File: config.mk
export PLATFORM = sky130hd
export DESIGN_NAME = calendar_date_stepper
export DESIGN_NICKNAME = d
export VERILOG_FILES = /design/src/cds_pkg.sv /design/src/cds_in_stage.sv /design/src/cds_date_core.sv /design/src/calendar_date_stepper.sv
export SDC_FILE = /design/constraint.sdc
export NUM_CORES = 1
export LEC_CHECK = 0
export ABC_AREA = 1
export BUFFER_PORTS_ARGS = -buffer_cell sky130_fd_sc_hd__buf_4
export CORE_MARGIN = 5
export CORE_UTILIZATION = 60
export CTS_CLUSTER_DIAMETER = 150
export CTS_CLUSTER_SIZE = 30
export DETAILED_ROUTE_END_ITERATION = 8
export GPL_TIMING_DRIVEN = 0
export PLACE_DENSITY_LB_ADDON = 0.25
export RECOVER_POWER = 50
export SETUP_SLACK_MARGIN = 0.5
export SYNTH_ARGS = -nofsm -noshare
export SYNTH_HDL_FRONTEND = slang
export SYNTH_HIERARCHICAL = 1
export SYNTH_SLANG_ARGS = --single-unit
export TNS_END_PERCENT = 100
File: constraint.sdc
create_clock -name clk -period 4.6 [get_ports clk]
set_input_delay 0.46 -clock clk [delete_from_list [all_inputs] [get_ports clk]]
set_output_delay 0.46 -clock clk [all_outputs]
set_load 0.01 [all_outputs]
File: src/cds_pkg.sv
// ----------------------------------------------------------------------------
// cds_pkg
// Shared types, command codes and calendar helpers for the date stepper.
// ----------------------------------------------------------------------------
package cds_pkg;

	localparam logic [2:0] CMD_LOAD       = 3'd0;
	localparam logic [2:0] CMD_NEXT_DAY   = 3'd1;
	localparam logic [2:0] CMD_PREV_DAY   = 3'd2;
	localparam logic [2:0] CMD_NEXT_MONTH = 3'd3;
	localparam logic [2:0] CMD_PREV_MONTH = 3'd4;
	localparam logic [2:0] CMD_NEXT_YEAR  = 3'd5;
	localparam logic [2:0] CMD_PREV_YEAR  = 3'd6;

	localparam logic [13:0] YEAR_MAX   = 14'd9999;
	localparam logic [6:0]  PART_MAX   = 7'd99;
	localparam logic [3:0]  MONTH_MAX  = 4'd12;
	localparam logic [3:0]  MONTH_FEB  = 4'd2;
	localparam logic [3:0]  MONTH_APR  = 4'd4;
	localparam logic [3:0]  MONTH_JUN  = 4'd6;
	localparam logic [3:0]  MONTH_SEP  = 4'd9;
	localparam logic [3:0]  MONTH_NOV  = 4'd11;
	localparam logic [12:0] RECIP_100  = 13'd5243;
	localparam int          RECIP_SHIFT = 19;

	localparam logic [4:0]  RST_DAY   = 5'd1;
	localparam logic [3:0]  RST_MONTH = 4'd1;
	localparam logic [13:0] RST_YEAR  = 14'd2000;
	localparam logic [6:0]  RST_CENT  = 7'd20;
	localparam logic [6:0]  RST_YY    = 7'd0;

	typedef struct packed {
		logic [2:0]  command;
		logic [4:0]  load_day;
		logic [3:0]  load_month;
		logic [13:0] load_year;
	} cmd_t;

	typedef struct packed {
		logic [4:0]  day_out;
		logic [3:0]  month_out;
		logic [13:0] year_out;
		logic        leap_out;
	} date_t;

	typedef struct packed {
		logic [2:0]  command;
		logic [4:0]  load_day;
		logic [3:0]  load_month;
		logic [13:0] load_year;
		logic [6:0]  load_cent;
	} item_t;

	// year given as century and year within century
	function automatic logic leap_of(input logic [6:0] cent, input logic [6:0] yy);
		logic lp;
		lp = (yy == 7'd0) ? (cent[1:0] == 2'b00) : (yy[1:0] == 2'b00);
		return lp;
	endfunction

	function automatic logic [4:0] month_len(input logic [3:0] m, input logic leap);
		logic [4:0] len;
		case (m)
			MONTH_FEB: len = leap ? 5'd29 : 5'd28;
			MONTH_APR, MONTH_JUN, MONTH_SEP, MONTH_NOV: len = 5'd30;
			default: len = 5'd31;
		endcase
		return len;
	endfunction

endpackage

File: src/cds_in_stage.sv
// ----------------------------------------------------------------------------
// cds_in_stage
// Input register: clamps load month and year, splits the load year by 100.
// ----------------------------------------------------------------------------
module cds_in_stage import cds_pkg::*; (
	input  logic  clk,
	input  logic  arst_n,
	input  logic  cmd_valid,
	output logic  cmd_ready,
	input  cmd_t  cmd,
	input  logic  take,
	output logic  vld_s1,
	output item_t item_s1
);

	logic [3:0]  lm_c;
	logic [13:0] ly_c;
	logic [26:0] prod;

	assign lm_c = (cmd.load_month == 4'd0) ? 4'd1 :
		(cmd.load_month > MONTH_MAX) ? MONTH_MAX : cmd.load_month;
	assign ly_c = (cmd.load_year > YEAR_MAX) ? YEAR_MAX : cmd.load_year;
	// quotient by 100 through a reciprocal, exact below 16384
	assign prod = 27'(ly_c) * 27'(RECIP_100);

	assign cmd_ready = !vld_s1 || take;

	always_ff @(posedge clk or negedge arst_n) begin
		if (!arst_n) begin
			vld_s1 <= 1'b0;
		end else if (cmd_valid && cmd_ready) begin
			vld_s1 <= 1'b1;
		end else if (take) begin
			vld_s1 <= 1'b0;
		end
	end

	always_ff @(posedge clk) begin
		if (cmd_valid && cmd_ready) begin
			item_s1.command    <= cmd.command;
			item_s1.load_day   <= cmd.load_day;
			item_s1.load_month <= lm_c;
			item_s1.load_year  <= ly_c;
			item_s1.load_cent  <= prod[RECIP_SHIFT+6:RECIP_SHIFT];
		end
	end

endmodule

File: src/cds_date_core.sv
// ----------------------------------------------------------------------------
// cds_date_core
// Date registers and the next-date logic for one command.
// ----------------------------------------------------------------------------
module cds_date_core import cds_pkg::*; (
	input  logic  clk,
	input  logic  arst_n,
	input  logic  step,
	input  item_t item_s1,
	output date_t nxt
);

	logic [4:0]  day_q;
	logic [3:0]  month_q;
	logic [13:0] year_q;
	logic [6:0]  cent_q;
	logic [6:0]  yy_q;

	logic [13:0] lq_x100;
	logic [13:0] lrem_w;
	logic [6:0]  lrem;
	logic        leap_ld;
	logic [4:0]  len_ld;

	logic [6:0]  yy_inc, yy_dec, cent_inc, cent_dec;
	logic [13:0] year_inc, year_dec;
	logic        leap_cur, leap_inc, leap_dec;
	logic [3:0]  m_inc, m_dec;
	logic [4:0]  len_cur, len_minc, len_mdec, len_dec12, len_yinc, len_ydec;

	logic [4:0]  d_n;
	logic [3:0]  m_n;
	logic [13:0] y_n;
	logic [6:0]  c_n, yy_n;

	// remainder of the load year by 100
	assign lq_x100 = (14'(item_s1.load_cent) << 6) + (14'(item_s1.load_cent) << 5)
		+ (14'(item_s1.load_cent) << 2);
	assign lrem_w  = item_s1.load_year - lq_x100;
	assign lrem    = lrem_w[6:0];
	assign leap_ld = leap_of(item_s1.load_cent, lrem);
	assign len_ld  = month_len(item_s1.load_month, leap_ld);

	assign yy_inc   = (yy_q == PART_MAX) ? 7'd0 : yy_q + 7'd1;
	assign cent_inc = (yy_q != PART_MAX) ? cent_q :
		(cent_q == PART_MAX) ? 7'd0 : cent_q + 7'd1;
	assign yy_dec   = (yy_q == 7'd0) ? PART_MAX : yy_q - 7'd1;
	assign cent_dec = (yy_q != 7'd0) ? cent_q :
		(cent_q == 7'd0) ? PART_MAX : cent_q - 7'd1;
	assign year_inc = (year_q >= YEAR_MAX) ? 14'd0 : year_q + 14'd1;
	assign year_dec = (year_q == 14'd0) ? YEAR_MAX : year_q - 14'd1;

	assign leap_cur = leap_of(cent_q, yy_q);
	assign leap_inc = leap_of(cent_inc, yy_inc);
	assign leap_dec = leap_of(cent_dec, yy_dec);

	assign m_inc = (month_q >= MONTH_MAX) ? 4'd1 : month_q + 4'd1;
	assign m_dec = (month_q <= 4'd1) ? MONTH_MAX : month_q - 4'd1;

	assign len_cur   = month_len(month_q, leap_cur);
	assign len_minc  = month_len(m_inc, leap_cur);
	assign len_mdec  = month_len(m_dec, leap_cur);
	assign len_dec12 = month_len(MONTH_MAX, leap_dec);
	assign len_yinc  = month_len(month_q, leap_inc);
	assign len_ydec  = month_len(month_q, leap_dec);

	always_comb begin
		d_n  = day_q;
		m_n  = month_q;
		y_n  = year_q;
		c_n  = cent_q;
		yy_n = yy_q;
		case (item_s1.command)
			CMD_LOAD: begin
				m_n  = item_s1.load_month;
				y_n  = item_s1.load_year;
				c_n  = item_s1.load_cent;
				yy_n = lrem;
				d_n  = (item_s1.load_day == 5'd0) ? 5'd1 :
					(item_s1.load_day > len_ld) ? len_ld : item_s1.load_day;
			end
			CMD_NEXT_DAY: begin
				if (day_q < len_cur) begin
					d_n = day_q + 5'd1;
				end else begin
					d_n = 5'd1;
					m_n = m_inc;
					if (month_q >= MONTH_MAX) begin
						y_n  = year_inc;
						c_n  = cent_inc;
						yy_n = yy_inc;
					end
				end
			end
			CMD_PREV_DAY: begin
				if (day_q > 5'd1) begin
					d_n = day_q - 5'd1;
				end else if (month_q <= 4'd1) begin
					m_n  = MONTH_MAX;
					y_n  = year_dec;
					c_n  = cent_dec;
					yy_n = yy_dec;
					d_n  = len_dec12;
				end else begin
					m_n = m_dec;
					d_n = len_mdec;
				end
			end
			CMD_NEXT_MONTH: begin
				m_n = m_inc;
				d_n = (day_q > len_minc) ? len_minc : day_q;
			end
			CMD_PREV_MONTH: begin
				m_n = m_dec;
				d_n = (day_q > len_mdec) ? len_mdec : day_q;
			end
			CMD_NEXT_YEAR: begin
				y_n  = year_inc;
				c_n  = cent_inc;
				yy_n = yy_inc;
				d_n  = (day_q > len_yinc) ? len_yinc : day_q;
			end
			CMD_PREV_YEAR: begin
				y_n  = year_dec;
				c_n  = cent_dec;
				yy_n = yy_dec;
				d_n  = (day_q > len_ydec) ? len_ydec : day_q;
			end
			default: begin
				d_n = day_q;
			end
		endcase
	end

	assign nxt.day_out   = d_n;
	assign nxt.month_out = m_n;
	assign nxt.year_out  = y_n;
	assign nxt.leap_out  = leap_of(c_n, yy_n);

	always_ff @(posedge clk or negedge arst_n) begin
		if (!arst_n) begin
			day_q   <= RST_DAY;
			month_q <= RST_MONTH;
			year_q  <= RST_YEAR;
			cent_q  <= RST_CENT;
			yy_q    <= RST_YY;
		end else if (step) begin
			day_q   <= d_n;
			month_q <= m_n;
			year_q  <= y_n;
			cent_q  <= c_n;
			yy_q    <= yy_n;
		end
	end

	a_day_range: assert property (@(posedge clk) disable iff (!arst_n)
		day_q != 5'd0 && day_q <= month_len(month_q, leap_of(cent_q, yy_q)))
		else $error("day outside month length");

	a_month_range: assert property (@(posedge clk) disable iff (!arst_n)
		month_q >= 4'd1 && month_q <= MONTH_MAX)
		else $error("month out of range");

	a_year_split: assert property (@(posedge clk) disable iff (!arst_n)
		year_q == (14'(cent_q) * 14'd100) + 14'(yy_q) && yy_q <= PART_MAX)
		else $error("century split disagrees with year");

	a_hold: assert property (@(posedge clk) disable iff (!arst_n)
		!step |=> $stable(year_q) && $stable(month_q) && $stable(day_q))
		else $error("date changed without a command");

endmodule

File: src/calendar_date_stepper.sv
// ----------------------------------------------------------------------------
// calendar_date_stepper
// Gregorian date counter driven by load and step commands.
// ----------------------------------------------------------------------------
// Takes one command per clock cycle while the date output is not stalled and
// returns one date per command. Each command passes through the input
// register, then the result register, before its date is offered. The date
// registers update on each accepted step, so commands may arrive back to back
// with no gap. After reset the date is 2000-01-01.
// Loads clamp month, year and day into range; years wrap between 0 and 9999.
module calendar_date_stepper import cds_pkg::*; (
	input  logic  clk,
	input  logic  arst_n,
	input  logic  cmd_valid,
	output logic  cmd_ready,
	input  cmd_t  cmd,
	output logic  date_valid,
	input  logic  date_ready,
	output date_t date
);

	logic  vld_s1;
	item_t item_s1;
	logic  adv;
	logic  take;
	date_t nxt;
	logic  vld_s2;
	date_t date_s2;

	assign adv  = !vld_s2 || date_ready;
	assign take = vld_s1 && adv;

	cds_in_stage u_in (
		.clk       (clk),
		.arst_n    (arst_n),
		.cmd_valid (cmd_valid),
		.cmd_ready (cmd_ready),
		.cmd       (cmd),
		.take      (take),
		.vld_s1    (vld_s1),
		.item_s1   (item_s1)
	);

	cds_date_core u_core (
		.clk     (clk),
		.arst_n  (arst_n),
		.step    (take),
		.item_s1 (item_s1),
		.nxt     (nxt)
	);

	always_ff @(posedge clk or negedge arst_n) begin
		if (!arst_n) begin
			vld_s2 <= 1'b0;
		end else if (adv) begin
			vld_s2 <= vld_s1;
		end
	end

	always_ff @(posedge clk) begin
		if (take) begin
			date_s2 <= nxt;
		end
	end

	assign date_valid = vld_s2;
	assign date       = date_s2;

endmodule

==> summary.md <==
| Metric | Value |
|---|---|
| Status | finished, violations left |
| Failing checks | capacitance limit, slew limit, setup timing |
| Clk_lat worst skew | 360 ps |
| Total Wirelength | 39700 µm |
| Max Fclk | 0.209 GHz |
| TritonCTS clock tree | yes |
| DP Area | 12900 µm² |
| Antenna violations before repair | 0 |
| # clock sinks | 96 |
| Fill cells | 1570 |
| Critical R2R Capture | date[20] |
| IO buf count | 55 |
| Largest net degree at the start of global routing | 40 |
| Total CTS buffers | 9 |
| Max-cap violations | 1 |
| Mux share of post-synthesis cell area | 0% |
| 1st-iter DRT viols | 1477 |
| Post-synth cell types | 61 |
| Final non-filler cell total | 2014 |
| Worst Hold End | u_in/item_s1[26] |
| WL/cell | 19.7 µm |
| Critical path data arrival time | 4900 ps |
| Synth Instances | 1650 |
| Element type at the critical path start | input pin |
| HPWL Detailed | 29100 µm |
| Cell taking the most area after synthesis | edfxtp_1 |
| Post-Synth XOR/XNOR Area | 1.77% |
| Reg2reg start | u_in/item_s1[0] |
| Vias per cell | 5.96 |
| Post-synthesis simple-gate area fraction | 28.3% |
| Largest family of logic cells by synthesized area | simple AND/OR/NAND/NOR gates |
| Global placement routability congestion | 1.04 |
| Dpl ws | -670 ps |
| P&R area growth vs syn | 15.7% |
| Most frequent cells after synthesis | nand2_1, inv_1, nor2_1 |
| Critical path class | in2reg |
| Mapped Area | 11900 µm² |
| Final Hold Fails | 0 |
| Final instance area | 13800 µm² |
| First-pass GRT wire length | 58400 µm |
| Die Wd | 151 µm |
| Share of cells above drive strength 1 | 18.5% |
| Starting Density | 61.1% |
| Yosys reg bits | 96 |
| Critical Path RT | 4710 ps |
| Count leader, synth | nand2_1 |
| Max-slew violations | 40 |
| WHS Path Cells | 1 |
| Peak supply drop | 1420 µV |
| Synth top area cells | edfxtp_1, ha_1, nand2_1 |
| Top FF cell, synth | edfxtp_1 |
| Reg2reg path depth | 21 |
| Hold path startpoint | cmd[19] |
| Post-CTS Hold Buffers | 0 |
| Post-route ant nets | 0 |
| Worst Hold Class | in2reg |
| Total number of vias | 12000 |
| # H-tree levels | 3 |
| Synthesized Nets | 1857 |
| Min setup slack post-route | -186 ps |
| Crit. End Element | register |
| Worst reg2reg setup slack | 840 ps |
| Skew final | 11.9 ps |
| CP max FO | 8 |
| Vias in the first global route | 11100 |
| Pre-antenna DRT Iters | 8 |
| Clock Pin Slew Worst Setup and Hold Paths | 70 ps |
| DRC viols | 0 |
| Number of synthesized flops with an enable pin | 57 |
| Die ar. | 22700 µm² |
| Core area | 19500 µm² |
| Syn_area_per_cell | 7.20 µm² |
| Top cell type's share of synthesized area | 14.4% |
| Row count | 51 |
| Synth Area in Compound Gates | 13.5% |
| Antenna diodes | 0 |
| Static leakage | 6.73 nW |
| # setup viols final | 7 |
| Root Buffer | clkbuf_16 |
| Adder-cell share of the synthesized area | 22.0% |
| Relative slew slack | -61.0% |
| Register area share after synthesis | 22.7% |
| Syn. warnings | 6 |
| Fin nets | 1951 |
| RSZ-0062 raised after global routing | true |
| GRT Residual Overflow | 0 |
| I/O pin cnt | 56 |
| Max Root-Sink Buffers | 2 |
| Period utilization | 104% |
| Placed cells | 1971 |
| Ys async rst share | 40.6% |
| Pwr dens | 612 nW/µm² |
| Slew @ Worst Pin | 2420 ps |
| Period minus WS final | 4790 ps |
| Global Route Usage Sum | 33.2% |
| Die height | 151 µm |
registers in the layout, indices dropped and copies added, names as in the netlist, 4 cells and up:
name	count
date	24
u_core/cent_q	7
u_core/day_q	5
u_core/month_q	4
u_core/year_q	14
u_core/yy_q	7
u_in/item_s1	33
cell families (layout without fill, tap and decap cells):
group | after synthesis | in the layout
AND/OR/NAND/NOR | 746 | 746
buffers and inverters | 336 | 435
AO/OA/AOI/OAI | 271 | 271
adder cells (fa/ha/maj) | 177 | 177
flip-flops | 96 | 96
XOR/XNOR | 24 | 24
final cells by class:
type / instances / area (µm²) / share of cell area (%)
plain buffers: 39 / 254 / 1.85
clock inverters: 4 / 53.8 / 0.391
repair buffers: 83 / 692 / 5.03
well taps: 265 / 332 / 2.41
inverters: 297 / 1200 / 8.70
clock buffers: 12 / 236 / 1.72
flip-flops and latches: 96 / 2700 / 19.6
multi-input cells: 1218 / 8290 / 60.3
stage by stage:
stage                     util [%]  hold slack (ps)  TNS [ps]  power, mW
final                         70.7              292     -1010       8.42
after global routing          70.7              279     -2210       9.09
after CTS                     68.9              115         0       7.87
after detailed placement      66.1              494     -4060       6.91
after global placement        65.9              494     -5680       6.82
after floorplan                  -              164         0       5.44
power breakdown:
part	switching, mW	total, mW	internal, mW
clock network	0.349	0.774	0.425
registers	0.221	1.42	1.20
logic	3.93	6.23	2.30
placed cells by master (no fill, tap or decap), types with 17 or more instances in the layout:
master / instances
nand2_1: 359
clkbuf_1: 17
nand4_1: 29
buf_4: 68
xor2_1: 21
ha_1: 109
o21ai_1: 31
dfrtp_1: 29
nor2_4: 21
inv_1: 247
a21oi_1: 52
nor3_1: 19
inv_2: 32
nand2_2: 37
nor2_1: 134
nand3_1: 91
fa_1: 49
o21ai_0: 86
edfxtp_1: 57
worst max path at each step:
| stage | startpoint | to | cells past startpoint |
|---|---|---|---|
| after global routing | cmd[8] | u_in/item_s1[2] | 25 |
| after floorplan | cmd[4] | u_in/item_s1[4] | 26 |
| after global placement | cmd[5] | u_in/item_s1[4] | 27 |
| after detailed placement | cmd[5] | u_in/item_s1[4] | 26 |
| final | cmd[8] | u_in/item_s1[0] | 25 |
| after CTS | cmd[6] | u_in/item_s1[4] | 27 |
layer usage:
| layer | global-route usage [%] | vias to the layer above | share of wire [%] |
|---|---|---|---|
| li1 | - | 5584 | - |
| met1 | 43.5 | 5535 | 38 |
| met4 | 14.9 | 0 | 6.0 |
| met3 | 4.03 | 191 | 9.2 |
| met5 | 0 | - | 0 |
| met2 | 55.0 | 691 | 47 |
repair_timing:
action | 4_1_cts | 5_1_grt
resized for setup | 44 | 60
cloned | 0 | 0
endpoints found under the setup margin | 7 | 7
setup buffers | 12 | 15
pin swaps | 35 | 23
critical path: stages:
cell and delay (ps):
buf_6 110, nand3_2 90, o21ai_2 200, nand2_4 150
buf_4 180, nand2_4 100, inv_4 60, nor2_1 270
a21oi_1 120, ha_1 210, o21bai_1 160, ha_1 190
fa_1 470, fa_1 500, inv_1 50, fa_1 500
inv_1 70, ha_4 230, a21o_1 230, a21oi_2 180
nor2_1 70, nor2_2 110, nand2_1 60, nand2_1 60
nand2_1 50
Note: power is estimated with default switching activity, not from simulation.
